===== src/hdl/wupf_pkg.sv =====
// Shared types and constants for the UDP push frame filter.
// Item structs, APB request struct, reject codes and header constants.
// No dependencies.
package wupf_pkg;

   localparam int CSR_ADDR_W = 3;
   localparam int CSR_DATA_W = 32;
   localparam logic CSR_IDX_UDP_PORT = 1'b0;
   localparam logic [15:0] UDP_PORT_RESET = 16'd1700;

   localparam int BASE_HDR_LEN = 24;
   localparam int QOS_HDR_EXTRA = 2;
   localparam int SNAP_LEN = 8;
   localparam int UDP_HDR_LEN = 8;
   localparam int PUSH_HDR_LEN = 12;
   localparam int MIN_FRAME_LEN = 72;
   localparam int MSG_ID_OFFSET = 3;
   localparam int IP_PROTO_OFFSET = 9;
   localparam int ETHER_HI_OFFSET = 6;
   localparam int ETHER_LO_OFFSET = 7;
   localparam int DPORT_HI_OFFSET = 2;
   localparam int DPORT_LO_OFFSET = 3;

   localparam logic [7:0] SNAP_DSAP = 8'hAA;
   localparam logic [7:0] SNAP_CTRL = 8'h03;
   localparam logic [15:0] ETHERTYPE_IPV4 = 16'h0800;
   localparam logic [3:0] IP_VERSION4 = 4'd4;
   localparam logic [7:0] IP_PROTO_UDP = 8'd17;
   localparam logic [1:0] FC_TYPE_DATA = 2'b10;

   typedef enum logic [3:0] {
      REASON_OK         = 4'd0,
      REASON_KIND       = 4'd1,
      REASON_BUSY       = 4'd2,
      REASON_SHORT      = 4'd3,
      REASON_TYPE       = 4'd4,
      REASON_SNAP       = 4'd5,
      REASON_ETHERTYPE  = 4'd6,
      REASON_VERSION    = 4'd7,
      REASON_PROTO      = 4'd8,
      REASON_UDP_BOUNDS = 4'd9,
      REASON_PORT       = 4'd10,
      REASON_PAY_SHORT  = 4'd11,
      REASON_IDENT      = 4'd12
   } reason_type;

   typedef struct packed {
      logic [7:0] data_byte;
      logic       first_byte;
      logic       last_byte;
      logic       packet_is_data;
      logic       slot_busy;
   } req_item_type;

   typedef struct packed {
      logic [7:0] payload_byte;
      logic [7:0] payload_index;
      logic       payload_write;
      logic       frame_done;
      logic       matched;
      logic [3:0] reject_reason;
      logic [7:0] captured_length;
   } rsp_item_type;

   typedef struct packed {
      logic                  psel;
      logic                  penable;
      logic                  pwrite;
      logic [CSR_ADDR_W-1:0] paddr;
      logic [CSR_DATA_W-1:0] pwdata;
   } apb_req_type;

endpackage


===== src/hdl/wupf_csr.sv =====
// Configuration register file: holds the destination UDP port.
// Depends on wupf_pkg.
module wupf_csr (
   input  logic                            clock,
   input  logic                            reset,
   input  wupf_pkg::apb_req_type           apb_req,
   output logic [wupf_pkg::CSR_DATA_W-1:0] prdata,
   output logic [15:0]                     udp_port
);
   import wupf_pkg::*;

   logic [15:0] udp_port_ff;
   logic [15:0] udp_port_in;
   logic        sel_port;

   assign sel_port = (apb_req.paddr[CSR_ADDR_W-1] == CSR_IDX_UDP_PORT);

   always_comb begin
      udp_port_in = udp_port_ff;
      if (apb_req.psel && apb_req.penable && apb_req.pwrite && sel_port) begin
         udp_port_in = apb_req.pwdata[15:0];
      end
   end

   always_ff @(posedge clock) begin
      if (reset) begin
         udp_port_ff <= UDP_PORT_RESET;
      end else begin
         udp_port_ff <= udp_port_in;
      end
   end

   assign prdata   = sel_port ? {{(CSR_DATA_W-16){1'b0}}, udp_port_ff} : '0;
   assign udp_port = udp_port_ff;

endmodule


===== src/hdl/wupf_check.sv =====
// Frame checker: byte position tracking, header field capture and verdict.
// Result for the current item is combinational; field state updates on step.
// Depends on wupf_pkg.
module wupf_check #(
   parameter int CAPTURE_BYTES   = 220,
   parameter int MAX_FRAME_BYTES = 4095
) (
   input  logic                   clock,
   input  logic                   reset,
   input  logic                   step,
   input  wupf_pkg::req_item_type item,
   input  logic [15:0]            udp_port,
   output wupf_pkg::rsp_item_type result
);
   import wupf_pkg::*;

   localparam int CW   = $clog2(MAX_FRAME_BYTES + 1);
   localparam int CAPW = $clog2(CAPTURE_BYTES + 1);
   localparam int XW   = ((CW > CAPW) ? CW : CAPW) + 1;

   logic [CW-1:0] count_ff, count_in;
   logic [7:0]    fc_ff, fc_in;
   logic          snap_ff, snap_in;
   logic [15:0]   ether_ff, ether_in;
   logic [7:0]    ipf_ff, ipf_in;
   logic [7:0]    proto_ff, proto_in;
   logic [15:0]   dport_ff, dport_in;
   logic [7:0]    msg_ff, msg_in;
   logic [1:0]    early_ff, early_in;

   logic [CW-1:0] pos;
   logic          below_max;
   logic [XW-1:0] posx, hdr, ipoff, udpoff, ps, len, pl, pay_off, cap;
   logic [7:0]    b;
   logic          write;
   reason_type    reason;

   assign b = item.data_byte;

   always_comb begin
      early_in = item.first_byte ? {item.slot_busy, ~item.packet_is_data} : early_ff;
      pos      = item.first_byte ? '0 : count_ff;
      posx     = {{(XW-CW){1'b0}}, pos};

      fc_in = (pos == '0) ? b : fc_ff;
      hdr   = fc_in[7] ? XW'(BASE_HDR_LEN + QOS_HDR_EXTRA) : XW'(BASE_HDR_LEN);

      // SNAP flag: set on the first byte, knocked down by either later byte
      snap_in = snap_ff;
      if (posx == hdr) begin
         snap_in = (b == SNAP_DSAP);
      end
      if (posx == hdr + XW'(1) && b != SNAP_DSAP) begin
         snap_in = 1'b0;
      end
      if (posx == hdr + XW'(2) && b != SNAP_CTRL) begin
         snap_in = 1'b0;
      end

      ether_in = ether_ff;
      if (posx == hdr + XW'(ETHER_HI_OFFSET)) begin
         ether_in = {b, ether_ff[7:0]};
      end
      if (posx == hdr + XW'(ETHER_LO_OFFSET)) begin
         ether_in = {ether_ff[15:8], b};
      end

      ipoff    = hdr + XW'(SNAP_LEN);
      ipf_in   = (posx == ipoff) ? b : ipf_ff;
      proto_in = (posx == ipoff + XW'(IP_PROTO_OFFSET)) ? b : proto_ff;

      // IHL taken as is, no range check
      udpoff = ipoff + {{(XW-6){1'b0}}, ipf_in[3:0], 2'b00};

      dport_in = dport_ff;
      if (posx == udpoff + XW'(DPORT_HI_OFFSET)) begin
         dport_in = {b, dport_ff[7:0]};
      end
      if (posx == udpoff + XW'(DPORT_LO_OFFSET)) begin
         dport_in = {dport_ff[15:8], b};
      end

      ps     = udpoff + XW'(UDP_HDR_LEN);
      msg_in = (posx == ps + XW'(MSG_ID_OFFSET)) ? b : msg_ff;

      below_max = (pos < CW'(MAX_FRAME_BYTES));
      pay_off   = posx - ps;
      write     = below_max && (posx >= ps) && (pay_off < XW'(CAPTURE_BYTES));

      // saturate the byte counter
      count_in = below_max ? pos + CW'(1) : pos;
      len      = {{(XW-CW){1'b0}}, count_in};
      pl       = len - ps;

      reason = REASON_OK;
      if (early_in[0]) begin
         reason = REASON_KIND;
      end else if (early_in[1]) begin
         reason = REASON_BUSY;
      end else if (len < XW'(MIN_FRAME_LEN)) begin
         reason = REASON_SHORT;
      end else if (fc_in[3:2] != FC_TYPE_DATA) begin
         reason = REASON_TYPE;
      end else if (!snap_in) begin
         reason = REASON_SNAP;
      end else if (ether_in != ETHERTYPE_IPV4) begin
         reason = REASON_ETHERTYPE;
      end else if (ipf_in[7:4] != IP_VERSION4) begin
         reason = REASON_VERSION;
      end else if (proto_in != IP_PROTO_UDP) begin
         reason = REASON_PROTO;
      end else if (ps > len) begin
         reason = REASON_UDP_BOUNDS;
      end else if (dport_in != udp_port) begin
         reason = REASON_PORT;
      end else if (pl < XW'(PUSH_HDR_LEN)) begin
         reason = REASON_PAY_SHORT;
      end else if (msg_in != 8'd0) begin
         reason = REASON_IDENT;
      end

      cap = (pl < XW'(CAPTURE_BYTES)) ? pl : XW'(CAPTURE_BYTES);

      result.payload_byte    = b;
      result.payload_index   = write ? pay_off[7:0] : 8'd0;
      result.payload_write   = write;
      result.frame_done      = item.last_byte;
      result.matched         = item.last_byte && (reason == REASON_OK);
      result.reject_reason   = item.last_byte ? reason : REASON_OK;
      result.captured_length = (item.last_byte && reason == REASON_OK) ? cap[7:0] : 8'd0;
   end

   always_ff @(posedge clock) begin
      if (reset) begin
         count_ff <= '0;
         fc_ff    <= '0;
         snap_ff  <= 1'b0;
         ether_ff <= '0;
         ipf_ff   <= '0;
         proto_ff <= '0;
         dport_ff <= '0;
         msg_ff   <= '0;
         early_ff <= '0;
      end else if (step) begin
         count_ff <= count_in;
         fc_ff    <= fc_in;
         snap_ff  <= snap_in;
         ether_ff <= ether_in;
         ipf_ff   <= ipf_in;
         proto_ff <= proto_in;
         dport_ff <= dport_in;
         msg_ff   <= msg_in;
         early_ff <= early_in;
      end
   end

   count_in_range: assert property (@(posedge clock) disable iff (reset)
      count_ff <= CW'(MAX_FRAME_BYTES))
      else $error("byte counter past saturation limit");

   count_holds_idle: assert property (@(posedge clock) disable iff (reset)
      !step |=> $stable(count_ff) && $stable(early_ff))
      else $error("frame state moved without a step");

   first_restarts: assert property (@(posedge clock) disable iff (reset)
      step && item.first_byte |=> count_ff == CW'(1))
      else $error("first byte did not restart the counter");

endmodule


===== src/hdl/wifi_udp_push_frame_filter_top.sv =====
// Top level of the UDP push frame filter: input register, checker, result
// register and APB configuration port. Depends on wupf_pkg, wupf_csr, wupf_check.
//
// The block takes one frame byte per item and gives exactly one result item per
// byte, so it sustains one item per clock while the result side is not stalled.
// Each item is held in the input register, then checked and loaded into the
// result register, from which its result is offered. A stalled result holds the
// input register, which then holds the input side.
// The single-pass header checker (position compares plus the verdict chain)
// sets the clock path. The last byte of a frame carries the verdict, the first
// failing reason and the captured payload length; payload writes are tentative
// until that verdict says matched.
module wifi_udp_push_frame_filter_top #(
   parameter int CAPTURE_BYTES   = 220,
   parameter int MAX_FRAME_BYTES = 4095
) (
   input  logic                                clock,
   input  logic                                reset,
   input  logic                                req_valid,
   output logic                                req_ready,
   input  wupf_pkg::req_item_type              req_data,
   output logic                                rsp_valid,
   input  logic                                rsp_ready,
   output wupf_pkg::rsp_item_type              rsp_data,
   input  logic                                csr_psel,
   input  logic                                csr_penable,
   input  logic                                csr_pwrite,
   input  logic [wupf_pkg::CSR_ADDR_W-1:0]     csr_paddr,
   input  logic [wupf_pkg::CSR_DATA_W-1:0]     csr_pwdata,
   output logic [wupf_pkg::CSR_DATA_W-1:0]     csr_prdata,
   output logic                                csr_pready
);
   import wupf_pkg::*;

   logic         in_valid_ff, in_valid_in;
   req_item_type in_data_ff, in_data_in;
   logic         rsp_valid_ff, rsp_valid_in;
   rsp_item_type rsp_data_ff, rsp_data_in;
   rsp_item_type check_result;
   apb_req_type  apb_req;
   logic [15:0]  udp_port;
   logic         out_open;
   logic         step;

   assign apb_req = '{psel: csr_psel, penable: csr_penable, pwrite: csr_pwrite,
                      paddr: csr_paddr, pwdata: csr_pwdata};
   assign csr_pready = 1'b1;

   wupf_csr u_csr (
      .clock    (clock),
      .reset    (reset),
      .apb_req  (apb_req),
      .prdata   (csr_prdata),
      .udp_port (udp_port)
   );

   wupf_check #(
      .CAPTURE_BYTES   (CAPTURE_BYTES),
      .MAX_FRAME_BYTES (MAX_FRAME_BYTES)
   ) u_check (
      .clock    (clock),
      .reset    (reset),
      .step     (step),
      .item     (in_data_ff),
      .udp_port (udp_port),
      .result   (check_result)
   );

   assign out_open  = !rsp_valid_ff || rsp_ready;
   assign step      = in_valid_ff && out_open;
   assign req_ready = !in_valid_ff || out_open;

   always_comb begin
      in_valid_in = in_valid_ff;
      in_data_in  = in_data_ff;
      if (req_valid && req_ready) begin
         in_valid_in = 1'b1;
         in_data_in  = req_data;
      end else if (step) begin
         in_valid_in = 1'b0;
      end

      rsp_valid_in = rsp_valid_ff;
      rsp_data_in  = rsp_data_ff;
      if (step) begin
         rsp_valid_in = 1'b1;
         rsp_data_in  = check_result;
      end else if (rsp_ready) begin
         rsp_valid_in = 1'b0;
      end
   end

   always_ff @(posedge clock) begin
      if (reset) begin
         in_valid_ff  <= 1'b0;
         rsp_valid_ff <= 1'b0;
      end else begin
         in_valid_ff  <= in_valid_in;
         rsp_valid_ff <= rsp_valid_in;
      end
      in_data_ff  <= in_data_in;
      rsp_data_ff <= rsp_data_in;
   end

   assign rsp_valid = rsp_valid_ff;
   assign rsp_data  = rsp_data_ff;

   matched_is_clean: assert property (@(posedge clock) disable iff (reset)
      rsp_valid_ff && rsp_data_ff.matched |->
         rsp_data_ff.frame_done && rsp_data_ff.reject_reason == REASON_OK)
      else $error("matched item carries a reject reason");

   verdict_only_at_end: assert property (@(posedge clock) disable iff (reset)
      rsp_valid_ff && !rsp_data_ff.frame_done |->
         rsp_data_ff.reject_reason == REASON_OK && !rsp_data_ff.matched &&
         rsp_data_ff.captured_length == 8'd0)
      else $error("verdict fields set before the last byte");

   input_stage_holds: assert property (@(posedge clock) disable iff (reset)
      in_valid_ff && !out_open |=> in_valid_ff && $stable(in_data_ff))
      else $error("input register lost an item while stalled");

endmodule

===== config.mk =====
export PLATFORM = sky130hd
export DESIGN_NAME = wifi_udp_push_frame_filter_top
export DESIGN_NICKNAME = d
export VERILOG_FILES = /design/src/hdl/wupf_pkg.sv /design/src/hdl/wupf_csr.sv /design/src/hdl/wupf_check.sv /design/src/hdl/wifi_udp_push_frame_filter_top.sv
export SDC_FILE = /design/constraint.sdc
export NUM_CORES = 1
export LEC_CHECK = 0
export ABC_AREA = 1
export BUFFER_PORTS_ARGS = -buffer_cell sky130_fd_sc_hd__buf_2
export CAP_MARGIN = 25
export CORE_MARGIN = 2
export CORE_UTILIZATION = 45
export DETAILED_ROUTE_END_ITERATION = 10
export PLACE_DENSITY = 0.68
export SYNTH_ARGS = -nofsm -noshare
export SYNTH_HDL_FRONTEND = slang
export SYNTH_SLANG_ARGS = --single-unit

===== constraint.sdc =====
create_clock -name clock -period 5 [get_ports clock]
set_clock_uncertainty 0.15 [all_clocks]
set_input_delay 1.25 -clock clock [delete_from_list [all_inputs] [get_ports clock]]
set_output_delay 1.25 -clock clock [all_outputs]
set_load 0.01 [all_outputs]

Word-level counts from Yosys, hierarchy flattened
Cells that the tools add are included.
{ "op_classes": {"addsub": 14, "magnitude_cmp": 7, "eq_ne": 18, "mux": 33, "n_bitwise": 2, "n_reduce_logical": 21} }
{ "ops": {"columns": ["cell", "count"], "rows": [
  ["$eq A12 B13 Y1", 10],
  ["$mux W16", 5],
  ["$add A13 B2 Y13 const B", 4],
  ["$mux W4", 12],
  ["$mux W8", 5],
  ["$add A13 B4 Y13 const B", 3],
  ["$add A13 B3 Y13 const B", 2],
  ["$lt A13 B8 Y1 const B", 2],
  ["$sub A12 B13 Y13", 2],
  ["$mux W12", 2],
  ["$ne A16 B12 Y1 const B", 1],
  ["$ne A16 B16 Y1", 1],
  ["$add A13 B1 Y13 const B", 1],
  ["$add A13 B6 Y13", 1],
  ["$ge A12 B13 Y1", 1],
  ["$gt A13 B12 Y1", 1],
  ["$lt A13 B4 Y1 const B", 1],
  ["$add A12 B1 Y12 const B", 1],
  ["$logic_not A12 Y1", 1],
  ["$lt A12 B12 Y1 const B", 1],
  ["$lt A12 B7 Y1 const B", 1],
  ["$logic_and A1 B1 Y1", 10],
  ["$eq A8 B8 Y1 const B", 1],
  ["$ne A8 B2 Y1 const B", 1],
  ["13 further kinds", 25]
]} }
{ "word_totals": {"register_bits": 140, "input_bits": 54, "wordCells": 121} }

Logic depth before layout (Yosys ltp)
{ "logic_depth": {"depth_word": 28, "ltp_mapped": 44} }

Hierarchy
A second synthesis with hierarchy kept.
{ "hier_totals": {"cells_unflattened": 1292, "hier_area_um2": 8717.1} }
{ "modules_own_cells": {"columns": ["module", "n_inst", "cells_each", "area_per_inst_um2"], "rows": [
  ["wupf_check", 1, 1085, 6342.3],
  ["wifi_udp_push_frame_filter_top", 1, 57, 1393.8],
  ["wupf_csr", 1, 150, 980.9]
]} }

Worst setup path after synthesis
Ideal clock, no wire load.
{ "synth_path": {"path_kind": "register to register", "from": "register in_data_ff[3] (netlist name)", "to": "register rsp_data_ff (netlist bit rsp_data[0]), data pin", "arrival_time_ps": 4570, "required_ps": 4595, "path_slack_ps": 25, "stages_incl_launch_ff": 44, "path_buffers": 1, "synth_period_minus_slack_ps": 4975, "cell_sequence": "edfxtp_1 -> inv_2 -> nand2_1 -> ha_1 -> nand2_1 -> nor2_1 -> nand3_2 -> nand2_1 -> nand2_2 -> ha_1 -> nand2_2 -> nor2_4 -> nand3_2 -> nand2_1 -> nand2_1 -> ha_1 -> inv_1 -> xor2_1 -> [... 8 more ...] -> nand2_1 -> nand2_1 -> nand2_1 -> nand2_1 -> nor2_1 -> nand2_1 -> nor2_2 -> nand3_1 -> nand2_1 -> nand2_1 -> nand2_1 -> nand2_1 -> nand2_1 -> nand2_1 -> nand2_1 -> nand2_1 -> nand4_1 -> nor2_1"} }
{ "synth_via": {"elab_chain_cells": 28, "word_cells_on_any_way": 67, "cone_classes": "13 x add/sub; 5 x order compare; 15 x eq/ne; 27 x mux; 7 x reduce/logical"} }
{ "synth_lines": {"columns": ["element", "line_no", "text"], "rows": [
  ["from (decl)", "wifi_udp_push_frame_filter_top.sv:36", "req_item_type in_data_ff, in_data_in;"],
  ["from (signal assigned)", "wifi_udp_push_frame_filter_top.sv:101", "in_data_ff <= in_data_in;"],
  ["$mux W12 *", "wupf_check.sv:42", "pos = item.first_byte ? '0 : count_ff;"],
  ["$logic_not A12 Y1 *", "wupf_check.sv:45", "fc_in = (pos == '0) ? b : fc_ff;"],
  ["$mux W8 *", "wupf_check.sv:45", null],
  ["named net u_check.fc_in[7]", "wupf_check.sv:22", "logic [7:0] fc_ff, fc_in;"],
  ["$mux W2 *", "wupf_check.sv:46", "hdr = fc_in[7] ? XW'(BASE_HDR_LEN + QOS_HDR_EXTRA) : XW'(BASE_HDR_LEN);"],
  ["$add A13 B4 Y13 *", "wupf_check.sv:68", "ipoff = hdr + XW'(SNAP_LEN);"],
  ["$eq A12 B13 Y1 *", "wupf_check.sv:69", "ipf_in = (posx == ipoff) ? b : ipf_ff;"],
  ["$mux W8 *", "wupf_check.sv:69", null],
  ["named net u_check.ipf_in[0]", "wupf_check.sv:25", "logic [7:0] ipf_ff, ipf_in;"],
  ["[... 13 more ...]", null, null],
  ["$mux W4", "wupf_check.sv:104", "end else if (!snap_in) begin"],
  ["$mux W4", "wupf_check.sv:102", "end else if (fc_in[3:2] != FC_TYPE_DATA) begin"],
  ["$mux W4", "wupf_check.sv:100", "end else if (len < XW'(MIN_FRAME_LEN)) begin"],
  ["$mux W4", "wupf_check.sv:98", "end else if (early_in[1]) begin"],
  ["$mux W4", "wupf_check.sv:96", "if (early_in[0]) begin"],
  ["$logic_not A4 Y1", "wupf_check.sv:130", "result.captured_length = (item.last_byte && reason == REASON_OK) ? cap[7:0] : 8'd0;"],
  ["$logic_and A1 B1 Y1", "wupf_check.sv:130", null],
  ["$reduce_and A2 Y1 (no line) *", null, null],
  ["to (signal assigned)", "wifi_udp_push_frame_filter_top.sv:102", "rsp_data_ff <= rsp_data_in;"],
  ["to (decl)", "wifi_udp_push_frame_filter_top.sv:38", "rsp_item_type rsp_data_ff, rsp_data_in;"]
]} }
The timed path passes the listed nets; every way through them passes the cells marked *.
A chain may end at the register's enable or synchronous reset.

Worst setup path in the final report
{ "layout_path": {"from": "register in_data_ff[3] (netlist name)", "to": "register rsp_data_ff (netlist bit rsp_data[11]), data pin"} }
{ "layout_via": {"elab_chain_cells": 25, "word_cells_on_any_way": 63, "cone_classes": "13 x add/sub; 4 x order compare; 15 x eq/ne; 27 x mux; 4 x reduce/logical"} }
{ "layout_lines": {"columns": ["element", "line_no", "text"], "rows": [
  ["$mux W12 *", "wupf_check.sv:42", null],
  ["$logic_not A12 Y1 *", "wupf_check.sv:45", null],
  ["$mux W8 *", "wupf_check.sv:45", null],
  ["named net u_check.fc_in[7]", "wupf_check.sv:22", null],
  ["$mux W2 *", "wupf_check.sv:46", null],
  ["$add A13 B4 Y13 *", "wupf_check.sv:68", null],
  ["$eq A12 B13 Y1 *", "wupf_check.sv:69", null],
  ["$mux W8 *", "wupf_check.sv:69", null],
  ["named net u_check.ipf_in[0]", "wupf_check.sv:25", null],
  ["[... 10 more ...]", null, null],
  ["$mux W4 *", "wupf_check.sv:110", "end else if (proto_in != IP_PROTO_UDP) begin"],
  ["$mux W4 *", "wupf_check.sv:108", "end else if (ipf_in[7:4] != IP_VERSION4) begin"],
  ["$mux W4 *", "wupf_check.sv:106", "end else if (ether_in != ETHERTYPE_IPV4) begin"],
  ["$mux W4 *", "wupf_check.sv:104", null],
  ["$mux W4 *", "wupf_check.sv:102", null],
  ["$mux W4 *", "wupf_check.sv:100", null],
  ["$mux W4 *", "wupf_check.sv:98", null],
  ["$mux W4 *", "wupf_check.sv:96", null]
]} }
Marks and branches as above.

==> impl_metrics.tcl <==
set metrics [dict create \
    initial_core_util 0.456 \
    slowest_stage "edfxtp_1" \
    slowest_delay_ps 440 \
    nFillCells 1565 \
    powerDensity_nw_per_um2 321 \
    rows 49 \
    yosysTopAreaCellShare 0.226 \
    tightestPinTransition_ps 718 \
    synthTopCellsByArea "dfxtp_1, edfxtp_1, nand2_1" \
    setup-violations-final 12 \
    synthToLayoutAreaGrowth_pct 33.8 \
    drive_above_1_share 0.261 \
    dp.cells 1580 \
    die_y_um 138 \
    diodes 0 \
    stdcell_count 1641 \
    gr-total-overflow 0 \
    dr.pass1.iters 5 \
    fin_total_pwr_mw 3.49 \
    htree_levels 4 \
    worst_slack_ps -174 \
    drcViolationCount 0 \
    drt_iter0_markers 498 \
    violations "setup timing" \
    grt_util_met1 0.297 \
    syn_avg_cell_area_um2 6.86 \
    top_usage_layer "met2" \
    vias_per_cell 5.02 \
    worstSetupPathType "reg -> reg" \
    ys.flop_type "dfxtp_1" \
    async_reset_ff_frac 0 \
    synth_edf_count 43 \
    period_share 1.03 \
    p_leak_nw 5.52 \
    top_level_ports 120 \
    placed_area_um2 9560 \
    yosysMostFrequentCell "nand2_1" \
    synth_common_cells "nand2_1, inv_1, nor2_1, o21ai_0, dfxtp_1" \
    end_kind "flop" \
    ys_ff_latch 135 \
    grt_pass1_wl_um 37700 \
    cts_buffers 17 \
    finalHoldViolations 0 \
    worst-path-buf-inv 11 \
    path_clk_slew_ps 60 \
    synthCells 1186 \
    maxCapViolations 0 \
    critPathRequiredTime_ps 5040 \
    vias 8244 \
    fmax_mhz 193 \
    grt_use_total 0.242 \
    clk_latency_ps 440 \
    fp.dieW_um 138 \
    synth_warnings 0 \
    grt_max_degree 67 \
    place_congestion 0.946 \
    clock-root-buffer "clkbuf_16" \
    mappedNetlistArea_um2 8130 \
    fin_nets 1467 \
    drv_slew 0 \
    vdd_drop_max_v 0.000259 \
    fin_util 0.610 \
    wl_per_cell_um 14.2 \
    status "finished, violations left" \
    cts_tree "built" \
    port_buffers 84 \
    start_kind "flop" \
    met3_usage 0.0509 \
    hold_path_class "reg -> reg" \
    hpwl_um 15900 \
    synth.largest_area_cell "dfxtp_1" \
    fin_setup_tns_ps -1590 \
    dieArea_um2 19200 \
    pre_cts_slack_ps -282 \
    totalWireLength_um 23300 \
    clock-sinks 135 \
    rsz0062_at_grt "true" \
    grt_pass1_vias 7684 \
    arrival_ps 5220 \
    seq_area_frac_synth 0.385 \
    hold_ws_ps 347 \
    antenna_left 0 \
    fin_crit_ps 5170 \
    antenna_found_initial 0 \
    path_max_fanout 8 \
    met2_usage 0.416 \
    design_area_um2 10900 \
    path_delay_family "simple AND/OR/NAND/NOR gates" \
    max-slew-margin-rel 0.521 \
    synth.distinct_cells 45 \
    core_um2 17800 \
    clockBufferDepth 2 \
]
-- power by group --
group	total (mW)	internal, mW	switching, mW
clock network	1.39	0.846	0.541
logic	0.865	0.401	0.464
registers	1.24	1.20	0.0376
-- routing by layer --
| metal | share of wire | wire length (um) |
|---|---|---|
| met1 | 0.44 | 10200 |
| met2 | 0.48 | 11200 |
| met3 | 0.054 | 1250 |
| met4 | 0.030 | 693 |
| met5 | 0 | 0 |
-- cell usage in the layout, fill, tap and decap left out, types with 30 or more instances in the layout --
cell	n
dfxtp_1	92
edfxtp_1	43
buf_4	138
nand3_1	60
buf_2	84
nand2_2	37
inv_1	186
a21oi_1	43
nand2_1	227
nand4_1	30
nor2_1	155
o21ai_0	92
o211ai_1	37
-- layout make-up --
type	instances	area, um2	share of cell area
Clock buffer	17	425	0.0391
Clock inverter	15	214	0.0197
Inverter	196	743	0.0683
Multi-Input combinational cell	811	4330	0.398
Sequential cell	135	3130	0.288
Tap cell	229	287	0.0263
Timing Repair Buffer	238	1750	0.161
-- state kept, by name, indices dropped and copies added (netlist names) --
name	flops
in_data_ff	12
u_check.early_ff	2
u_csr.udp_port	16
u_check.count_ff	12
u_check.dport_ff	16
u_check.msg_ff	8
in_valid_ff	1
u_check.ether_ff	16
u_check.snap_ff	1
u_check.proto_ff	8
u_check.ipf_ff	8
u_check.fc_ff	3
rsp_valid	1
rsp_data	31
-- what timing repair did --
item / 4_1_cts / 5_1_grt
pin swaps: 42 / 33
hold buffers: 0 / 0
gates resized for setup: 45 / 50
setup buffers: 17 / 11
hold endpoints to repair: 0 / 0
endpoints found under the setup margin: 20 / 22
gates cloned: 4 / 0
-- path summary, 6_finish.rpt --
| path | start | end | slack, ps | cells past startpoint |
|---|---|---|---|---|
| max | in_data_ff[3]$_DFFE_PP_ | rsp_data[11]$_SDFFCE_PN0P_ | -170 | 43 |
| min | u_check.ether_ff[6]$_SDFFE_PP0P_ | u_check.ether_ff[6]$_SDFFE_PP0P_ | 350 | 2 |
| max reg2reg | in_data_ff[3]$_DFFE_PP_ | rsp_data[11]$_SDFFCE_PN0P_ | -170 | 43 |
| min reg2reg | u_check.ether_ff[6]$_SDFFE_PP0P_ | u_check.ether_ff[6]$_SDFFE_PP0P_ | 350 | 2 |
-- tightest hold or removal path, delay by kind of cell (launching register included) --
family / cells / cell delay [ps]
buf+inv: 1 / 50
flops: 1 / 330
compound gates: 1 / 90
-- cell families after synthesis --
| kind of cell | count (synthesis) | synth area share |
|---|---|---|
| AO/OA/AOI/OAI | 190 | 0.133 |
| XOR/XNOR | 20 | 0.0215 |
| adder cells (fa/ha/maj) | 14 | 0.0234 |
| buffers and inverters | 255 | 0.129 |
| flip-flops | 135 | 0.385 |
| multiplexers | 1 | 0.00123 |
| other | 2 | 0.000924 |
| AND/OR/NAND/NOR | 569 | 0.305 |
No activity file was read; power rests on OpenSTA's default activity.
